**config.mk**
```make
export PLATFORM = sky130hd
export DESIGN_NAME = stable_priority_queue_update_core
export DESIGN_NICKNAME = d
export VERILOG_FILES = /design/src/spq_pkg.sv /design/src/spq_cell.sv /design/src/stable_priority_queue_update_core.sv
export SDC_FILE = /design/constraint.sdc
export NUM_CORES = 2
export LEC_CHECK = 0
export BUFFER_PORTS_ARGS = -buffer_cell sky130_fd_sc_hd__buf_2
export CAP_MARGIN = 10
export CORE_MARGIN = 8
export CORE_UTILIZATION = 38
export CTS_BUF_LIST = sky130_fd_sc_hd__clkbuf_16
export CTS_CLUSTER_DIAMETER = 50
export DETAILED_ROUTE_END_ITERATION = 8
export GPL_TIMING_DRIVEN = 0
export SLEW_MARGIN = 20
export SYNTH_ARGS = -nofsm -noshare
export SYNTH_HDL_FRONTEND = slang
export SYNTH_HIERARCHICAL = 1
export SYNTH_SLANG_ARGS = --single-unit
```
**constraint.sdc**
```tcl
create_clock -name clk -period 3.9 [get_ports clk]
set_input_delay 0.585 -clock clk [delete_from_list [all_inputs] [get_ports clk]]
set_output_delay 0.585 -clock clk [all_outputs]
set_load 0.02 [all_outputs]
```
**src/spq_pkg.sv**
```systemverilog
// ----------------------------------------------------------------------------
// spq_pkg
// shared types and constants for the stable priority queue update core
// ----------------------------------------------------------------------------
package spq_pkg;

	localparam int QUEUE_DEPTH = 32;
	localparam int IDX_W       = $clog2(QUEUE_DEPTH);
	localparam int CNT_W       = $clog2(QUEUE_DEPTH + 1);

	localparam logic [3:0] SEV_MIN = 4'd1;
	localparam logic [3:0] SEV_MAX = 4'd10;

	typedef enum logic [1:0] {
		FN_PUSH   = 2'd0,
		FN_POP    = 2'd1,
		FN_PEEK   = 2'd2,
		FN_UPDATE = 2'd3
	} func_t;

	typedef enum logic [2:0] {
		ST_OK        = 3'd0,
		ST_EMPTY     = 3'd1,
		ST_FULL      = 3'd2,
		ST_NOT_FOUND = 3'd3,
		ST_BAD_SEV   = 3'd4
	} status_t;

	// operation token travelling down the cell chain
	typedef struct packed {
		logic             vld;
		func_t            func;
		logic [7:0]       id;
		logic [3:0]       sev;
		logic [15:0]      arr;
		logic             sev_ok;
		logic             hit;
		logic             best_vld;
		logic [7:0]       best_id;
		logic [3:0]       best_sev;
		logic [15:0]      best_arr;
		logic [IDX_W-1:0] best_idx;
	} tok_t;

	// slot invalidate broadcast after a pop
	typedef struct packed {
		logic             vld;
		logic [IDX_W-1:0] idx;
	} clr_t;

endpackage

```
**src/spq_cell.sv**
```systemverilog
// ----------------------------------------------------------------------------
// spq_cell
// one queue slot: holds an entry, acts on the passing token and forwards it
// ----------------------------------------------------------------------------
module spq_cell (
	input  logic                     clk,
	input  logic                     arst_n,
	input  logic [spq_pkg::IDX_W-1:0] my_idx,
	input  spq_pkg::tok_t            tok_in,
	input  spq_pkg::clr_t            clr,
	output spq_pkg::tok_t            tok_out
);
	import spq_pkg::*;

	logic        valid_q;
	logic [7:0]  id_q;
	logic [3:0]  sev_q;
	logic [15:0] arr_q;

	tok_t tok_nxt;
	logic take;
	logic upd;
	logic above;

	always_comb begin
		tok_nxt = tok_in;
		take    = 1'b0;
		upd     = 1'b0;
		above   = (sev_q > tok_in.best_sev) ||
		          ((sev_q == tok_in.best_sev) && (arr_q < tok_in.best_arr));
		if (tok_in.vld) begin
			case (tok_in.func)
				FN_PUSH: begin
					if (!tok_in.hit && !valid_q) begin
						take        = 1'b1;
						tok_nxt.hit = 1'b1;
					end
				end
				FN_POP, FN_PEEK: begin
					if (valid_q && (!tok_in.best_vld || above)) begin
						tok_nxt.best_vld = 1'b1;
						tok_nxt.best_id  = id_q;
						tok_nxt.best_sev = sev_q;
						tok_nxt.best_arr = arr_q;
						tok_nxt.best_idx = my_idx;
					end
				end
				FN_UPDATE: begin
					if (tok_in.sev_ok && valid_q && (id_q == tok_in.id)) begin
						upd         = 1'b1;
						tok_nxt.hit = 1'b1;
					end
				end
				default: begin
					tok_nxt = tok_in;
				end
			endcase
		end
	end

	always_ff @(posedge clk or negedge arst_n) begin
		if (!arst_n) begin
			valid_q <= 1'b0;
			tok_out <= '0;
		end else begin
			tok_out <= tok_nxt;
			if (take) begin
				valid_q <= 1'b1;
			end else if (clr.vld && (clr.idx == my_idx)) begin
				valid_q <= 1'b0;
			end
		end
	end

	always_ff @(posedge clk) begin
		if (take) begin
			id_q  <= tok_in.id;
			sev_q <= tok_in.sev;
			arr_q <= tok_in.arr;
		end else if (upd) begin
			sev_q <= tok_in.sev;
		end
	end

endmodule

```
**src/stable_priority_queue_update_core.sv**
```systemverilog
// ----------------------------------------------------------------------------
// stable_priority_queue_update_core
// priority queue built as a chain of slot cells, one operation token at a time
// flow: each token is registered in every cell of the chain, one cell per cycle,
//   then in a holding register and then in the result beat registers; a new
//   operation is taken only once the last result has left the holding register
// reset: all slots empty, occupancy zero, no result pending
// ----------------------------------------------------------------------------
module stable_priority_queue_update_core (
	input  logic        clk,
	input  logic        arst_n,
	input  logic        in_valid,
	output logic        in_ready,
	input  logic [1:0]  func,
	input  logic [7:0]  patient_id,
	input  logic [3:0]  severity,
	input  logic [15:0] arrival_time,
	output logic        out_valid,
	input  logic        out_ready,
	output logic [2:0]  status,
	output logic [7:0]  top_id,
	output logic [3:0]  top_severity,
	output logic [15:0] top_arrival,
	output logic [5:0]  occupancy
);
	import spq_pkg::*;

	logic busy_q;
	logic in_acc;
	logic xfer;

	tok_t tok_entry;
	tok_t chain [QUEUE_DEPTH];
	tok_t done_q;
	clr_t clr;

	logic [CNT_W-1:0] cnt_q;
	logic [CNT_W-1:0] cnt_nxt;
	logic [CNT_W+5:0] cnt_ext;

	status_t     st_nxt;
	logic        show_top;
	logic        out_valid_q;
	status_t     status_q;
	logic [7:0]  top_id_q;
	logic [3:0]  top_sev_q;
	logic [15:0] top_arr_q;
	logic [5:0]  occ_q;

	assign in_ready = !busy_q;
	assign in_acc   = in_valid && in_ready;

	always_comb begin
		tok_entry        = '0;
		tok_entry.vld    = in_acc;
		tok_entry.func   = func_t'(func);
		tok_entry.id     = patient_id;
		tok_entry.sev    = severity;
		tok_entry.arr    = arrival_time;
		tok_entry.sev_ok = (severity >= SEV_MIN) && (severity <= SEV_MAX);
	end

	for (genvar i = 0; i < QUEUE_DEPTH; i++) begin : g_cell
		spq_cell u_cell (
			.clk     (clk),
			.arst_n  (arst_n),
			.my_idx  (IDX_W'(i)),
			.tok_in  ((i == 0) ? tok_entry : chain[(i == 0) ? 0 : i - 1]),
			.clr     (clr),
			.tok_out (chain[i])
		);
	end

	assign xfer = done_q.vld && (!out_valid_q || out_ready);

	always_comb begin
		clr.vld  = xfer && (done_q.func == FN_POP) && done_q.best_vld;
		clr.idx  = done_q.best_idx;
		show_top = 1'b0;
		cnt_nxt  = cnt_q;
		st_nxt   = ST_OK;
		case (done_q.func)
			FN_PUSH: begin
				if (done_q.hit) begin
					cnt_nxt = cnt_q + CNT_W'(1);
				end else begin
					st_nxt = ST_FULL;
				end
			end
			FN_POP, FN_PEEK: begin
				if (done_q.best_vld) begin
					show_top = 1'b1;
					if (done_q.func == FN_POP) begin
						cnt_nxt = cnt_q - CNT_W'(1);
					end
				end else begin
					st_nxt = ST_EMPTY;
				end
			end
			FN_UPDATE: begin
				if (!done_q.sev_ok) begin
					st_nxt = ST_BAD_SEV;
				end else if (!done_q.hit) begin
					st_nxt = ST_NOT_FOUND;
				end
			end
			default: begin
				st_nxt = ST_OK;
			end
		endcase
		cnt_ext = {6'd0, cnt_nxt};
	end

	always_ff @(posedge clk or negedge arst_n) begin
		if (!arst_n) begin
			busy_q      <= 1'b0;
			done_q      <= '0;
			cnt_q       <= '0;
			out_valid_q <= 1'b0;
		end else begin
			if (in_acc) begin
				busy_q <= 1'b1;
			end else if (xfer) begin
				busy_q <= 1'b0;
			end
			if (chain[QUEUE_DEPTH-1].vld) begin
				done_q <= chain[QUEUE_DEPTH-1];
			end else if (xfer) begin
				done_q.vld <= 1'b0;
			end
			if (xfer) begin
				cnt_q       <= cnt_nxt;
				out_valid_q <= 1'b1;
			end else if (out_ready) begin
				out_valid_q <= 1'b0;
			end
		end
	end

	// result beat payload
	always_ff @(posedge clk) begin
		if (xfer) begin
			status_q  <= st_nxt;
			top_id_q  <= show_top ? done_q.best_id : 8'd0;
			top_sev_q <= show_top ? done_q.best_sev : 4'd0;
			top_arr_q <= show_top ? done_q.best_arr : 16'd0;
			occ_q     <= cnt_ext[5:0];
		end
	end

	assign out_valid    = out_valid_q;
	assign status       = status_q;
	assign top_id       = top_id_q;
	assign top_severity = top_sev_q;
	assign top_arrival  = top_arr_q;
	assign occupancy    = occ_q;

endmodule
```
# --- After elaboration in Yosys (flattened, before gate mapping) ---
# Index checks and enable logic that the tools add are counted.
# Widths: inputs -> output; s select.
totals:
  reg_bits: 3128
  latch_bits: 0
  ram_bits: 0
  romBits: 0
  inputBits: 34
  out_inout_bits: 39
  wordCells: 1797
  n_memories: 0
classes:
  add_sub_neg: 2
  mul: 0
  div_mod_pow: 0
  order_cmp: 64
  n_eq_ne: 193
  shifts: 0
  muxes: 526
  bitwise_logic: 0
  reduce_logical: 486
op_table:
  columns: ["op", "count"]
  rows:
  - ["$mux 34", 64]
  - ["$mux 67", 32]
  - ["$lt 16x16->1", 31]
  - ["$mux 1", 326]
  - ["$eq 8x8->1", 32]
  - ["$mux 4", 64]
  - ["$logic_and 1x1->1", 194]
  - ["$reduce_bool 2->1", 67]
  - ["$eq 2x2->1 const B", 66]
  - ["$eq 4x4->1", 31]
  - ["$gt 4x4->1", 31]
  - ["$logic_not 1->1", 95]
  - ["$eq 5x5->1 const B", 16]
  - ["$eq 2x1->1 const B", 33]
  - ["$logic_not 2->1", 33]
  - ["$reduce_or 2->1", 33]
  - ["$pmux 1 s2", 32]
  - ["$logic_or 1x1->1", 63]
  - ["$eq 5x4->1 const B", 8]
  - ["$eq 5x3->1 const B", 4]
  - ["$mux 6", 3]
  - ["$pmux 6 s2", 1]
  - ["$eq 5x2->1 const B", 2]
  - ["$pmux 3 s3", 1]
  - ["other kinds (8)", 9]

# --- Logic depth before layout (Yosys ltp) ---
logic_depth:
  ltp_word: 9
  depth_mapped: 8
  mapped_depth_nobuf: 7

# --- Cells and area by module ---
# Netlist, hierarchy kept.
by_module_without_submodules:
  columns: ["module", "n_inst", "cells_per_inst", "area_each_um2", "seq_area_each_um2"]
  rows:
  - ["spq_cell at g_cell[0].u_cell ...", 21, 396, 4556.9, 2542.4]
  - ["spq_cell at g_cell[29].u_cell ...", 10, 397, 4631.9, 2542.4]
  - ["spq_cell at g_cell[7].u_cell", 1, 397, 4516.8, 2542.4]
  - ["stable_priority_queue_update_core", 1, 266, 3575.9, 2287.2]

# --- Worst setup path before layout ---
# Ideal clock, no wire load.
synth_timing:
  path_kind: "input -> register"
  start: "in in_valid"
  end: "reg g_cell[0].u_cell.sev_q[0], enable pin"
  setup_time_ns: 0.310
  t_arrival_ns: 2.980
  t_required_ns: 3.590
  setup_slack_ns: 0.611
  stages: 4
  n_path_buf: 0
  path_cell_list: "nor2b_1 > nand2_1 > nor3_1 > a21o_1"
synth_via:
  elab_chain_cells: 3
  word_cells_on_any_way: 4
  cone_classes: "2 x mux; 2 x reduce/logical"
synth_lines:
  columns: ["item", "line", "source"]
  rows:
  - ["from (decl)", "stable_priority_queue_update_core.sv:12", "input logic in_valid,"]
  - ["$logic_and 1x1->1", "stable_priority_queue_update_core.sv:51", "assign in_acc = in_valid && in_ready;"]
  - ["$mux 1", "spq_cell.sv:31", "if (tok_in.vld) begin"]
  - ["via g_cell[0].u_cell.take", "spq_cell.sv:21", "logic take;"]
  - ["$reduce_bool 2->1 (no line)", null, null]
  - ["to (signal assigned)", "spq_cell.sv:78", "sev_q <= tok_in.sev;"]
  - ["to (signal assigned)", "spq_cell.sv:81", "sev_q <= tok_in.sev;"]
  - ["to (decl)", "spq_cell.sv:17", "logic [3:0] sev_q;"]
# The timed path passes the listed nets, and every way through them passes these cells.
# A chain may end at the register's enable or synchronous reset.

==> results_tabular.tex <==
\begin{tabular}{lr}
\hline
Metric & Value \\
\hline
\multicolumn{2}{l}{\textbf{STA}} \\
\quad Final number of hold-violating endpoints & 0 \\
\quad Unrepaired setup endpoints after global routing & false \\
\quad Period Utilization, post-route & between 80\% and 90\% \\
\quad Worst setup skew after layout & 0.0839 ns \\
\quad Number of max-slew violations in the final report & 0 \\
\quad Min Tclk post-route & roughly 3.3 ns \\
\quad Fin worst setup slack & around 0.57 ns \\
\quad Actual transition at the worst max-transition pin & approximately 1.2 ns \\
\quad Fmax achieved & between 300 and 400 MHz \\
\quad Final Setup Violations & 0 \\
\quad Relative slew slack & 18.1\% \\
\quad Fin Hold WS & slightly above 0.2 ns \\
\multicolumn{2}{l}{\textbf{Clock tree}} \\
\quad Clk root buf & clkbuf\_16 \\
\quad Deepest clock path buffer count & 4 \\
\quad Worst skew pair latency & between 0.9 and 1 ns \\
\quad Num CTS Buffers & around 380 \\
\quad Clock transition at path regs & 0.05 ns \\
\quad H-tree depth reported by CTS & 5 \\
\quad Setup fix buffers added after clock tree synthesis & 0 \\
\quad Number of clock sinks & 3128 \\
\quad CTS tree & done \\
\multicolumn{2}{l}{\textbf{Die}} \\
\quad Core outline area & between 300000 and 400000 sq um \\
\quad Height of the die & around 640 microns \\
\quad Ports & between 70 and 80 \\
\quad Effective utilization at floorplan & between 30\% and 40\% \\
\quad Number of core rows & 230 \\
\quad Overall die width & 643 microns \\
\quad DIE AREA & just over 400000 sq um \\
\multicolumn{2}{l}{\textbf{Placement}} \\
\quad Placer Congestion & slightly below 0.9 \\
\quad Pre-CTS worst setup slack & -0.142 ns \\
\quad DP Wirelength & between 200000 and 300000 microns \\
\quad Placed cell area & 160000 sq um \\
\quad Port Buffer Count & between 70 and 80 \\
\multicolumn{2}{l}{\textbf{Status}} \\
\quad Status & finished, final reports clean \\
\multicolumn{2}{l}{\textbf{Global routing}} \\
\quad Largest net degree at the start of global routing & 134 \\
\quad Sum of overflow across all layers after global routing & 0 \\
\quad Global-route usage over all layers & a little under a fifth \\
\quad Vias in the first global route & around 110k \\
\quad Antenna violations before repair & 3 \\
\quad First-pass GRT wire length & approximately 630000 microns \\
\multicolumn{2}{l}{\textbf{Setup path}} \\
\quad Path type of the worst setup path & primary input to asynchronous set/reset pin \\
\quad Worst path cell trace & dlygate4sd3\_1, buf\_12, buf\_16, buf\_16, buf\_16, buf\_16, buf\_16 \\
\quad Crit path capture type & asynchronous set/reset pin \\
\quad Sort of element at the start of the critical path & primary input \\
\quad Crit path depth & 7 \\
\quad Crit Path Max Fanout & 120 \\
\quad Timing endpoint of the critical path & g\_cell[1].u\_cell/tok\_out[41] \\
\quad Number of cells on the worst reg-to-reg path & 7 \\
\quad Kind of cell with the highest combined delay on the critical path & buffers and inverters \\
\quad Worst EP arrival & between 4 and 5 ns \\
\quad Number of buffers and inverters on the critical path & 7 \\
\quad Required arrival time at the worst endpoint & a little under 5 ns \\
\quad Startpoint of the lowest-slack register-to-register path & g\_cell[12].u\_cell/arr\_q[15] \\
\quad Slack of the worst reg-to-reg path & around 0.98 ns \\
\quad Endpoint of the worst register-to-register path & g\_cell[12].u\_cell/tok\_out[9] \\
\quad Most repeated library cell on the critical path & buf\_16 \\
\quad Crit path largest cell delay & just under 0.6 ns \\
\quad Cell with the biggest individual delay on the critical path & dlygate4sd3\_1 \\
\quad Worst setup path startpoint & arst\_n \\
\multicolumn{2}{l}{\textbf{Layout}} \\
\quad Final design utilization & about 44\% \\
\quad Final cell area excluding filler cells & about 170000 sq um \\
\quad Number of nets in the final layout & between 10000 and 15000 \\
\quad Area growth syn-to-layout & 15.9\% \\
\quad Share of layout cells above drive strength 1 & $\sim$13\% \\
\multicolumn{2}{l}{\textbf{Routing}} \\
\quad Routed wirelength normalized by instance count & between 20 and 25 microns \\
\quad DR DRC count & 0 \\
\quad Routed vias & around 110k \\
\quad Total wirelength of the detailed-routed design & 403000 microns \\
\quad Post-DRT Antenna Nets & 0 \\
\quad First drt pass iteration count & 8 \\
\quad DR vias/cell & between 5 and 6 \\
\quad Number of design-rule violations left by the first detailed-router iteration & 10167 \\
\multicolumn{2}{l}{\textbf{Synth}} \\
\quad Post-Syn Instances & 12921 \\
\quad Post-synthesis cell area & around 150000 sq um \\
\quad Syn\_area\_per\_cell & 11.6 sq um \\
\quad Warning count from the yosys run & 6 \\
\multicolumn{2}{l}{\textbf{Job}} \\
\quad Number of maximum-capacitance constraint violations & 0 \\
\multicolumn{2}{l}{\textbf{Worst hold path}} \\
\quad Class of the worst hold path & primary input to asynchronous set/reset pin \\
\multicolumn{2}{l}{\textbf{Pwr}} \\
\quad Max rail drop VDD & around 0.42 mV \\
\quad P per Cell Area & 514 nW/um\^{}2 \\
\quad Leak Pwr & 70.1 nW \\
\hline
\end{tabular}
[timing repair]
| action | in CTS | in global routing |
|---|---|---|
| hold buffers | 33 | 0 |
| gates resized for setup | 0 | 0 |
| endpoints found under the hold margin | 150 | 0 |
| endpoints found under the setup margin | 0 | 323 |
[cell type report]
type                       instances  area [sq um]
inverter                        1736          6520
antenna                            7          17.5
sequential                      3128         83000
timing repair buffer             218          2100
clock buffer                     384          9610
fill                           36208        219000
clock inverter                   323          3330
multi-input combinational       7554         56000
buffer                          1041          6130
tap                             5220          6530
[stage by stage]
| step | power (W) | cells | setup TNS (ns) |
|---|---|---|---|
| after floorplan | 0.0481 | 13459 | 0 |
| after global placement | 0.0538 | 18751 | - |
| after detailed placement | 0.0539 | 18862 | -26.58 |
| after CTS | 0.0898 | 19602 | 0 |
| after global routing | 0.0931 | 19607 | 0 |
| final | 0.0890 | 19611 | 0 |
[report_power, final]
group          total (W)  switching (W)  leakage (nW)  internal [W]
registers         0.0396        0.00263          34.1        0.0370
logic             0.0140        0.00932          29.6       0.00468
clock network     0.0354         0.0148          6.41        0.0206
total             0.0890         0.0267          70.1        0.0623
[layout by cell type (no fill, tap or decap), types with 207 or more instances in the layout]
master     count
conb_1       540
ha_1         678
o21ai_2      440
a32oi_1     1057
inv_1       1782
a311oi_1    1056
dfrtp_1     2190
clkbuf_16    386
edfxtp_1     933
clkbuf_1     656
o21ai_0     1572
o21ai_1      207
xnor2_1      289
[how the worst min path moves through the flow]
stage | start | end | slack (ns) | cells after the start
floorplan | arst_n | busy_q | 0.29 | 0
global placement | g_cell[21].u_cell/tok_out[51] | g_cell[22].u_cell/tok_out[51] | 0.35 | 0
detailed placement | g_cell[8].u_cell/tok_out[43] | g_cell[9].u_cell/tok_out[43] | 0.36 | 0
CTS | arst_n | g_cell[31].u_cell/tok_out[32] | 0.13 | 2
global route | arst_n | g_cell[31].u_cell/tok_out[32] | 0.22 | 2
finish | arst_n | g_cell[31].u_cell/tok_out[32] | 0.21 | 2
[worst reg2reg max path: stages, from the launching register on]
cell	delay, ns
edfxtp_1	0.45
ha_1	0.34
nand4_1	0.22
nor3_2	0.57
a31oi_1	0.15
and2_4	0.24
buf_8	0.14
o21ai_0	0.58
[flip-flops by register name, summed over array words and instances (netlist names), 5 cells and up]
name,cells
g_cell.u_cell/tok_out,2116
g_cell.u_cell/arr_q,512
g_cell.u_cell/id_q,256
g_cell.u_cell/sev_q,128
done_q,34
g_cell.u_cell/valid_q,32
top_arrival,16
top_id,8
cnt_q,6
occupancy,6
clr,5
[routing by layer]
layer	up-vias	global-route usage, %	share of wire (%)
li1	50522	-	-
met3	742	2.54	5.6
met2	3549	30.6	47
met5	-	0	0
met4	0	6.50	3.7
met1	52964	25.5	44
No activity file was read; power rests on OpenSTA's default activity.
